$ cat src/design/fslbp_pkg.sv
// Shared types, widths and micro-op codes for the frame-stamped LRU block pool.
`timescale 1ns / 1ps

package fslbp_pkg;

    // Pool geometry
    localparam int MAX_BLOCKS = 256;
    localparam int FRAME_BITS = 16;
    localparam int SLOT_W     = $clog2(MAX_BLOCKS);
    localparam int LINK_W     = SLOT_W + 1;

    // Beat field widths
    localparam int CMD_W      = 2;
    localparam int BLK_W      = 8;
    localparam int CNT_W      = 9;
    localparam int FRAMEID_W  = 16;
    localparam int STATUS_W   = 2;
    localparam int RESULT_W   = 8;
    localparam int ADDED_W    = 9;

    // Input tdata: block_index, count, frame_id from bit 0 up
    localparam int BLK_LSB    = 0;
    localparam int CNT_LSB    = BLK_LSB + BLK_W;
    localparam int FRM_LSB    = CNT_LSB + CNT_W;
    localparam int S_TDATA_W  = ((FRM_LSB + FRAMEID_W + 7) / 8) * 8;

    // Output tdata: status, result_block, evicted, added_count from bit 0 up
    localparam int M_FIELDS_W = STATUS_W + RESULT_W + 1 + ADDED_W;
    localparam int M_TDATA_W  = ((M_FIELDS_W + 7) / 8) * 8;

    // Width wide enough to compare slot numbers, counts and the pool size
    localparam int CMP_W      = (LINK_W > CNT_W) ? LINK_W : CNT_W;

    typedef logic [LINK_W-1:0]     link_t;
    typedef logic [FRAME_BITS-1:0] frame_t;

    localparam link_t NO_SLOT = LINK_W'(MAX_BLOCKS);

    typedef enum logic [CMD_W-1:0] {
        CMD_GET   = 2'd0,
        CMD_USE   = 2'd1,
        CMD_GROUP = 2'd2,
        CMD_ADD   = 2'd3
    } cmd_t;

    typedef enum logic [STATUS_W-1:0] {
        STS_OK   = 2'd0,
        STS_BAD  = 2'd1,
        STS_FULL = 2'd2
    } sts_t;

    // Datapath micro-ops issued by the controller
    typedef enum logic [4:0] {
        OP_NONE,
        OP_LATCH,
        OP_GET_RD,
        OP_GET_EMPTY,
        OP_GET_RECLAIM,
        OP_GET_APPEND,
        OP_FAIL_FULL,
        OP_FAIL_BAD,
        OP_SEL_BLK,
        OP_WALK_RD,
        OP_WALK_STEP,
        OP_STAMP_INIT,
        OP_STAMP,
        OP_STAMP_STEP,
        OP_LOAD,
        OP_LOAD_TAKE,
        OP_FRONT_A,
        OP_FRONT_B,
        OP_FRONT_C,
        OP_ADD_INIT,
        OP_ADD_LINK,
        OP_ADD_SLOT,
        OP_EMIT
    } op_t;

    // Datapath flags seen by the controller
    typedef struct packed {
        cmd_t cmd;
        logic size_zero;
        logic tail_stale;
        logic size_full;
        logic blk_bad;
        logic cnt_zero;
        logic rem_zero;
        logic rem_one;
        logic link_none;
        logic out_free;
    } pool_sts_t;

endpackage

$ cat src/design/fslbp_ctrl.sv
// Pool controller: sequences memory micro-ops for each command beat.
`timescale 1ns / 1ps

module fslbp_ctrl (
    input  logic                  aclk,
    input  logic                  aresetn,
    input  logic                  s_tvalid,
    output logic                  s_tready,
    input  fslbp_pkg::pool_sts_t  sts,
    output fslbp_pkg::op_t        op
);

    import fslbp_pkg::*;

    typedef enum logic [3:0] {
        S_IDLE,
        S_DISPATCH,
        S_GET_DEC,
        S_LOAD,
        S_LOAD_WAIT,
        S_FRONT_A,
        S_FRONT_B,
        S_FRONT_C,
        S_WALK,
        S_WALK_CHK,
        S_STAMP,
        S_STAMP_CHK,
        S_ADD_CHK,
        S_ADD_SLOT,
        S_EMIT
    } state_t;

    state_t state_reg, state_next;
    logic   s_tready_reg, s_tready_next;

    assign s_tready = s_tready_reg;

    // Next state and micro-op
    always_comb begin
        state_next = state_reg;
        op         = OP_NONE;
        unique case (state_reg)
            S_IDLE: begin
                if (s_tvalid && s_tready_reg) begin
                    op         = OP_LATCH;
                    state_next = S_DISPATCH;
                end
            end
            S_DISPATCH: begin
                unique case (sts.cmd)
                    CMD_GET: begin
                        op         = OP_GET_RD;
                        state_next = S_GET_DEC;
                    end
                    CMD_USE: begin
                        if (sts.blk_bad) begin
                            op         = OP_FAIL_BAD;
                            state_next = S_EMIT;
                        end else begin
                            op         = OP_SEL_BLK;
                            state_next = S_LOAD;
                        end
                    end
                    CMD_GROUP: begin
                        priority if (sts.blk_bad) begin
                            op         = OP_FAIL_BAD;
                            state_next = S_EMIT;
                        end else if (sts.cnt_zero) begin
                            state_next = S_EMIT;
                        end else begin
                            op         = OP_SEL_BLK;
                            state_next = S_WALK;
                        end
                    end
                    CMD_ADD: begin
                        op         = OP_ADD_INIT;
                        state_next = S_ADD_CHK;
                    end
                endcase
            end
            S_GET_DEC: begin
                priority if (sts.size_zero) begin
                    op         = OP_GET_EMPTY;
                    state_next = S_FRONT_A;
                end else if (sts.tail_stale) begin
                    op         = OP_GET_RECLAIM;
                    state_next = S_LOAD;
                end else if (!sts.size_full) begin
                    op         = OP_GET_APPEND;
                    state_next = S_FRONT_A;
                end else begin
                    op         = OP_FAIL_FULL;
                    state_next = S_EMIT;
                end
            end
            S_LOAD: begin
                op         = OP_LOAD;
                state_next = S_LOAD_WAIT;
            end
            S_LOAD_WAIT: begin
                op         = OP_LOAD_TAKE;
                state_next = S_FRONT_A;
            end
            S_FRONT_A: begin
                op         = OP_FRONT_A;
                state_next = S_FRONT_B;
            end
            S_FRONT_B: begin
                op         = OP_FRONT_B;
                state_next = S_FRONT_C;
            end
            S_FRONT_C: begin
                op         = OP_FRONT_C;
                state_next = S_EMIT;
            end
            // Check the chain is long enough before touching any stamp
            S_WALK: begin
                if (sts.rem_zero) begin
                    op         = OP_STAMP_INIT;
                    state_next = S_STAMP;
                end else begin
                    op         = OP_WALK_RD;
                    state_next = S_WALK_CHK;
                end
            end
            S_WALK_CHK: begin
                if (sts.link_none) begin
                    op         = OP_FAIL_BAD;
                    state_next = S_EMIT;
                end else begin
                    op         = OP_WALK_STEP;
                    state_next = S_WALK;
                end
            end
            // Stamp the chain one slot at a time
            S_STAMP: begin
                op         = OP_STAMP;
                state_next = S_STAMP_CHK;
            end
            S_STAMP_CHK: begin
                if (sts.rem_zero) begin
                    state_next = S_LOAD;
                end else begin
                    op         = OP_STAMP_STEP;
                    state_next = S_STAMP;
                end
            end
            S_ADD_CHK: begin
                if (sts.rem_zero) begin
                    state_next = S_EMIT;
                end else begin
                    op         = OP_ADD_LINK;
                    state_next = S_ADD_SLOT;
                end
            end
            S_ADD_SLOT: begin
                op = OP_ADD_SLOT;
                if (sts.rem_one) begin
                    state_next = S_EMIT;
                end
            end
            // Wait for the output register to free up
            S_EMIT: begin
                if (sts.out_free) begin
                    op         = OP_EMIT;
                    state_next = S_IDLE;
                end
            end
            default: begin
                state_next = S_IDLE;
            end
        endcase
        s_tready_next = (state_next == S_IDLE);
    end

    // Hold state and ready
    always_ff @(posedge aclk) begin
        if (!aresetn) begin
            state_reg    <= S_IDLE;
            s_tready_reg <= 1'b1;
        end else begin
            state_reg    <= state_next;
            s_tready_reg <= s_tready_next;
        end
    end

endmodule

$ cat config.mk
export PLATFORM = sky130hd
export DESIGN_NAME = fslbp_ctrl
export DESIGN_NICKNAME = d
export VERILOG_FILES = /design/src/design/fslbp_pkg.sv /design/src/design/fslbp_ctrl.sv
export SDC_FILE = /design/constraint.sdc
export NUM_CORES = 1
export LEC_CHECK = 0
export BUFFER_PORTS_ARGS = -buffer_cell sky130_fd_sc_hd__buf_2
export CAP_MARGIN = 10
export CORE_UTILIZATION = 50
export CTS_BUF_LIST = sky130_fd_sc_hd__clkbuf_16
export CTS_CLUSTER_SIZE = 30
export DETAILED_ROUTE_END_ITERATION = 7
export PLACE_DENSITY = 0.76
export SYNTH_ARGS = -nofsm -noshare
export SYNTH_HDL_FRONTEND = slang
export SYNTH_SLANG_ARGS = --single-unit
$ cat constraint.sdc
create_clock -name aclk -period 5.61 [get_ports aclk]
set_clock_uncertainty 0.1 [all_clocks]
set_input_delay 1.122 -clock aclk [delete_from_list [all_inputs] [get_ports aclk]]
set_output_delay 1.122 -clock aclk [all_outputs]
set_load 0.1 [all_outputs]
======== Yosys cells after proc, flatten, opt, wreduce, memory -nomap -nowiden ========
Cells that the tools add are included.
word-level totals
  logic and storage cells ................. 52
  register bits ........................... 5
  input port bits ......................... 14
  output and inout port bits .............. 6
cells by class
  reductions and logical operators ........ 4
  equal/unequal tests ..................... 17
  muxes and demuxes ....................... 29
operators with widths
  operator            count
  $pmux 5 s15         1
  $pmux 4 s15         1
  $mux 4              13
  $eq 4x4->1 const B  7
  $pmux 5 s4          1
  $eq 4x3->1 const B  4
  $pmux 4 s4          1
  $mux 3              4
  $mux 2              5
  $mux 5              2
  $eq 4x2->1 const B  2
  $logic_not 4->1     2
  $eq 2x2->1 const B  2
  $eq 4x1->1 const B  1
  $eq 2x1->1 const B  1
  $logic_not 2->1     1
  $logic_and 1x1->1   1
  $mux 1              1

======== Longest topological paths before layout ========
Gate-level depths: netlist of the first run.
  depth in word-level cells ............... 5
  depth in mapped cells ................... 7
  gate-level depth less buffers ........... 5

======== Worst setup path after synthesis of the first run ========
Ideal clock, no wire load.
  kind .................................... in2out
  from .................................... input sts[10] in the netlist's numbering
  to ...................................... output op[4]
  data arrival time ....................... 4.563 ns
  stages .................................. 3
  required time ........................... 4.388 ns
  slack ................................... -0.175 ns
  path buffers ............................ 1
  cells stage by stage .................... clkbuf_1 > a21oi_1 > o41ai_1
between the ends
  word-level cells in the longest chain between the ends .. 3
  elaborated cells on any way between the ends .. 6
  classes of those cells .................. eq/ne (3); mux (2); reduce/logical (1)
ends and longest elaborated chain
  item                                RTL line          source
  from (decl)                         fslbp_ctrl.sv:9   input fslbp_pkg::pool_sts_t sts,
  $eq 2x2->1 (tied with other cells)  fslbp_ctrl.sv:50  unique case (sts.cmd)
  $pmux 5 s4 (*)                      fslbp_ctrl.sv:50
  $pmux 5 s15 (*)                     fslbp_ctrl.sv:42  unique case (state_reg)
  to (decl)                           fslbp_ctrl.sv:10  output fslbp_pkg::op_t op
Every way passes the cells marked *; elsewhere a longest branch is shown, timed or not.

======== Final worst setup path of the first run ========
  from .................................... register state_reg[0]
  to ...................................... output op[3]
between the ends
  word-level cells in the longest chain between the ends .. 2
  elaborated cells on any way between the ends .. 16
  classes of those cells .................. eq/ne (14); mux (1); reduce/logical (1)
ends and longest elaborated chain
  item                                RTL line           source
  from (decl)                         fslbp_ctrl.sv:33   state_t state_reg, state_next;
  from (signal assigned)              fslbp_ctrl.sv:182  state_reg <= state_next;
  $eq 4x4->1 (tied with other cells)  fslbp_ctrl.sv:42
  $pmux 5 s15 (*)                     fslbp_ctrl.sv:42
Marks and branches as above.

==> reports/metrics.cfg, run 1 <==
[status]
status=complete, no violations

[sta]
timing.final.crit_share_pct=68.4
tns_ns=0
finalMaxSlewViolations=0
period_needed_ns=3.84
relSlewSlack_pct=46.0
clock.fmax_ghz=0.261
worst_pin_slew_ns=0.809
grt_setup_unrepaired=no
finalHoldViolations=0
setup_violations=0

[layout]
fillerInstances=129
largest_reg_flops=4
area_growth_syn_to_layout_pct=18.8
n_antenna_cell=0
layout-drive-gt1-share_pct=24.4
final_cells=138
final_nets=138

[routing]
drt_first_pass_iters=4
vias=892
drc=0
final_antenna_net_count=0
wl_um=1950
wl_per_cell_um=14.1
drt_iter0_markers=30
viasPerCell=6.46

[synth]
synthTopCellsByArea=dfxtp_1 (13%), a21oi_1 (6.6%), nor2_1 (5.4%)
ys_seq_area_share_pct=13.2
yosysUniqueCellTypes=44
ys_ff_latch=5
yosysWarnings=0
synth_async_sr_flop_share_pct=0
synth-edff-count=0
synth.cell_area_um2=758
syn_inst=112
synth_top_cell_area_share_pct=13.2
yosys.area.top_type=dfxtp_1
syn_nets=126
avgSynthCellArea_um2=6.77
synth_ff_type=dfxtp_1

[place]
place.gp.congestion=0.785
hpwl_um=1360
dp.cells=134
port_buffers=19

[setup_path]
path_class=flip-flop to output port
critPathMaxFanout=28
critPathRequiredTime_ns=4.39
cp-end-kind=output port
cp-start-kind=flip-flop
arrival_ns=2.61

[clock_tree]
cts_hold_buf=0
cts-root-buf=clkbuf_16
cts_resized=0
cts.clk_slew.worst_paths_ns=0.03
cts_tree=built
cts_buffers=3
clockBufferDepth=2
cts_num_sinks=5
htreeDepth=1
clock_latency_ns=0.22
cts_setup_buffers=0

[floorplanning]
die_w_um=40.9
fp-row-count=13
core_um2=1350
io_pins=20
initial_core_util_pct=56.2
die_h_um=40.9
fp.dieArea_um2=1680

[grt]
track_usage_pct=26.8
antenna_found_initial=0
grt_max_degree=29
grt_pass1_wl_um=2970
grt_pass1_vias=702
gr-total-overflow=0

[worst_hold_path]
hold_class=flip-flop to flip-flop

[run]
cap_violations=0

## cell usage after synthesis, types with 3 or more instances
cell type	number
a211oi_1	3
nor2b_1	3
nand2b_1	5
clkbuf_1	5
a32oi_1	3
a21oi_1	10
o21ai_0	6
o21bai_1	3
nor2_1	11
buf_2	4
dfxtp_1	5
a31oi_1	3
nand2_1	10
o211ai_1	3
inv_1	3
## critical path: stages (launching register included)
cell	delay [ns]
dfxtp_1	0.84
or4b_1	0.65
o32a_1	0.37
o21ai_0	0.08
buf_2	0.46
## area by class of cell
cell class | instances | area [µm²] | area share (%)
Clock buffer | 3 | 75.1 | 8.33
Tap cell | 15 | 18.8 | 2.08
Clock inverter | 1 | 3.75 | 0.417
Inverter | 4 | 15.0 | 1.67
Timing Repair Buffer | 19 | 95.1 | 10.6
Sequential cell | 5 | 100 | 11.1
Multi-Input combinational cell | 91 | 593 | 65.8
## cell families (layout without fill, tap and decap cells)
| family | count (synthesis) | count (layout) | share of synthesized area [%] |
|---|---|---|---|
| AO/OA/AOI/OAI | 45 | 45 | 41.4 |
| XOR/XNOR | 2 | 2 | 2.31 |
| buffers and inverters | 16 | 27 | 9.57 |
| flip-flops | 5 | 5 | 13.2 |
| multiplexers | 3 | 3 | 4.13 |
| AND/OR/NAND/NOR | 41 | 41 | 29.4 |
## metal layers
metal	part of all wire, %	vias up	wire [µm]	GRT usage, %
li1	-	445	-	-
met1	46	395	895	36.2
met2	44	48	856	37.5
met3	8.4	4	163	9.78
met4	1.5	0	29	11.7
met5	0	-	0	0
## final timing paths
check	start	to	slack (ns)	cells past startpoint
max	state_reg[0]	op[3]	1.77	4
min	s_tready	s_tready	0.83	4
max reg2reg	state_reg[0]	s_tready	3.37	4
min reg2reg	s_tready	s_tready	0.83	4
## cells in the final DEF, fill, tap and decap left out, drive strengths merged, types with 5 or more instances in the layout
master  netlist  routed
inv           4       5
o21ai         6       6
a21oi        10      10
dfxtp         5       5
buf           7      19
nor2         11      11
nand2        10      10
nand2b        5       5
## per-stage QoR
stage,setup slack (ns),utilization [%],instance area (µm²),hold slack (ns)
after detailed placement,1.88,60.9,822,0.801
final,1.77,66.7,901,0.826
after CTS,1.81,66.7,901,0.808
after global routing,1.68,66.7,901,0.870
after global placement,1.89,60.9,822,0.816
after floorplan,0.943,-,766,0.627
Power of run 1 is left out: the tool's default activity adds up to more than one toggle a clock period on the data nets, which glitch-free logic cannot reach.
==> run 2, diff against run 1 <==
- ABC_AREA: unset -> 1
- PLACE_DENSITY: 0.76 -> 0.77
- clock period: 5.61 -> 3.91 ns (I/O delays scaled with it)
==> reports/metrics.cfg, run 2 <==
[grt]
antenna_found_initial=0
grt_pass1_wl_um=3440
track_usage_pct=32.2
grt_pass1_vias=838
grt_max_degree=7
gr-total-overflow=0

[setup_path]
critPathMaxFanout=5
crit_path_cell_trace=buf_2 -> inv_1 -> nand2_1 -> nor4_1 -> nor3_1 -> nand2_1 -> buf_2
cp_slowest_stage_delay_ns=0.41
r2r_slack_ns=2.29
critPathRequiredTime_ns=3.03
crit_slowest_cell=buf_2
path_class=primary input to output port
cp.buffers_inverters=3
r2r_end=s_tready
cp-start-kind=primary input
r2r.worst_path.cells=9
crit_family=buffers and inverters
arrival_ns=1.89
cp-end-kind=output port
reg2reg_from=state_reg[1]

[layout]
final_nets=179
area_growth_syn_to_layout_pct=27.8
n_antenna_cell=0
layout-drive-gt1-share_pct=15.2
fin_util_pct=68.1
layout_common_cells=nand2_1 (48), nor2_1 (24), inv_1 (21), buf_2 (19), nand3_1 (14)
final_cells=179
fillerInstances=133
largest_reg_flops=4
final_common_cell=nand2_1

[place]
dp.cells=175
hpwl_um=1740
port_buffers=19
place.gp.congestion=0.954
dp_slack_ns=1.16

[worst_hold_path]
min-delay-start=aresetn
min_path_cells=2
hold_class=primary input to flip-flop
hold_end=s_tready

[routing]
drt_iter0_markers=54
drc=0
wl_um=2140
final_antenna_net_count=0
viasPerCell=5.68
vias=1016
wl_per_cell_um=11.9
drt_first_pass_iters=4

[synth]
synth.cell_area_um2=693
ys_seq_area_share_pct=14.4
yosys.area.top_type=nand2_1
synth_async_sr_flop_share_pct=0
synth_commonest_cells=nand2_1 (48), nor2_1 (24), inv_1 (20), nand3_1 (14), o21ai_0 (6)
yosys.cell_count.top_type=nand2_1
syn_nets=155
synthTopCellsByArea=nand2_1 (26%), dfxtp_1 (14%), nor2_1 (13%)
yosysWarnings=0
synth_top_cell_area_share_pct=26.0
syn_inst=141
ys_ff_latch=5
yosysUniqueCellTypes=18
avgSynthCellArea_um2=4.92
synth-edff-count=0
synth_ff_type=dfxtp_1

[clock_tree]
cts-root-buf=clkbuf_16
cts_buffers=3
cts.clk_slew.worst_paths_ns=0.03
cts_resized=0
cts_tree=built
htreeDepth=1
cts_setup_buffers=0
clock_latency_ns=0.22
clockBufferDepth=2
cts_num_sinks=5
cts_hold_buf=0

[sta]
clock.fmax_ghz=0.361
setup_violations=0
finalHoldViolations=0
tns_ns=0
period_needed_ns=2.77
relSlewSlack_pct=67.7
timing.final.crit_share_pct=70.8
worst_pin_slew_ns=0.488
setup_ws_ns=1.14
finalMaxSlewViolations=0
grt_setup_unrepaired=no

[floorplanning]
initial_core_util_pct=53.3
fp-row-count=13
fp.dieArea_um2=1540
io_pins=20
core_um2=1300
die_h_um=39.2
die_w_um=39.2

[run]
cap_violations=0

[status]
status=complete, no violations

-- run 2: worst max path at each step --
stage | cells past startpoint | endpoint | start | slack, ns
4_1_cts | 7 | op[3] | sts[5] | 1.16
5_1_grt | 6 | op[1] | state_reg[2] | 1.02
3_5_place_dp | 7 | op[3] | sts[5] | 1.16
6_report | 7 | op[3] | sts[5] | 1.14
2_1_floorplan | 4 | op[1] | sts[8] | 0.46
3_3_place_gp | 7 | op[3] | sts[5] | 1.20
-- run 2: cell type report --
class	instances	area, µm²	area share [%]
Clock buffer	3	75.1	8.47
Clock inverter	1	3.75	0.424
Inverter	21	78.8	8.90
Multi-Input combinational cell	115	514	58.1
Sequential cell	5	100	11.3
Tap cell	15	18.8	2.12
Timing Repair Buffer	19	95.1	10.7
-- run 2: cells by family (layout without fill, tap and decap cells) --
kind of cell,count (synthesis),after routing,share of synthesized area (%)
and+or+nand+nor,97,97,58.8
buffers and inverters,21,44,11.4
AOI/OAI and AO/OA,18,18,15.3
DFF,5,5,14.4
-- run 2: worst reg2reg max path: cells and delay by family, from the launching register on --
family / cells / cell delay [ns]
AND/OR/NAND/NOR: 6 / 0.60
flip-flops: 1 / 0.43
buffers and inverters: 2 / 0.21
AO/OA/AOI/OAI: 1 / 0.16
-- run 2: per-layer routing --
layer / vias up / share of wire [%] / global-route usage (%)
met5: - / 0 / 0
met4: 0 / 2.2 / 6.90
met3: 9 / 8.3 / 5.20
met2: 57 / 48 / 55.4
met1: 444 / 41 / 41.3
li1: 506 / - / -
-- run 2: metrics by stage --
step / cell area (µm²) / hold WS [ns]
after floorplan: 693 / 0.594
after global placement: 807 / 0.677
after detailed placement: 807 / 0.678
after CTS: 886 / 0.648
after global routing: 886 / 0.651
final: 886 / 0.646
Power of run 2 is left out for the same reason.
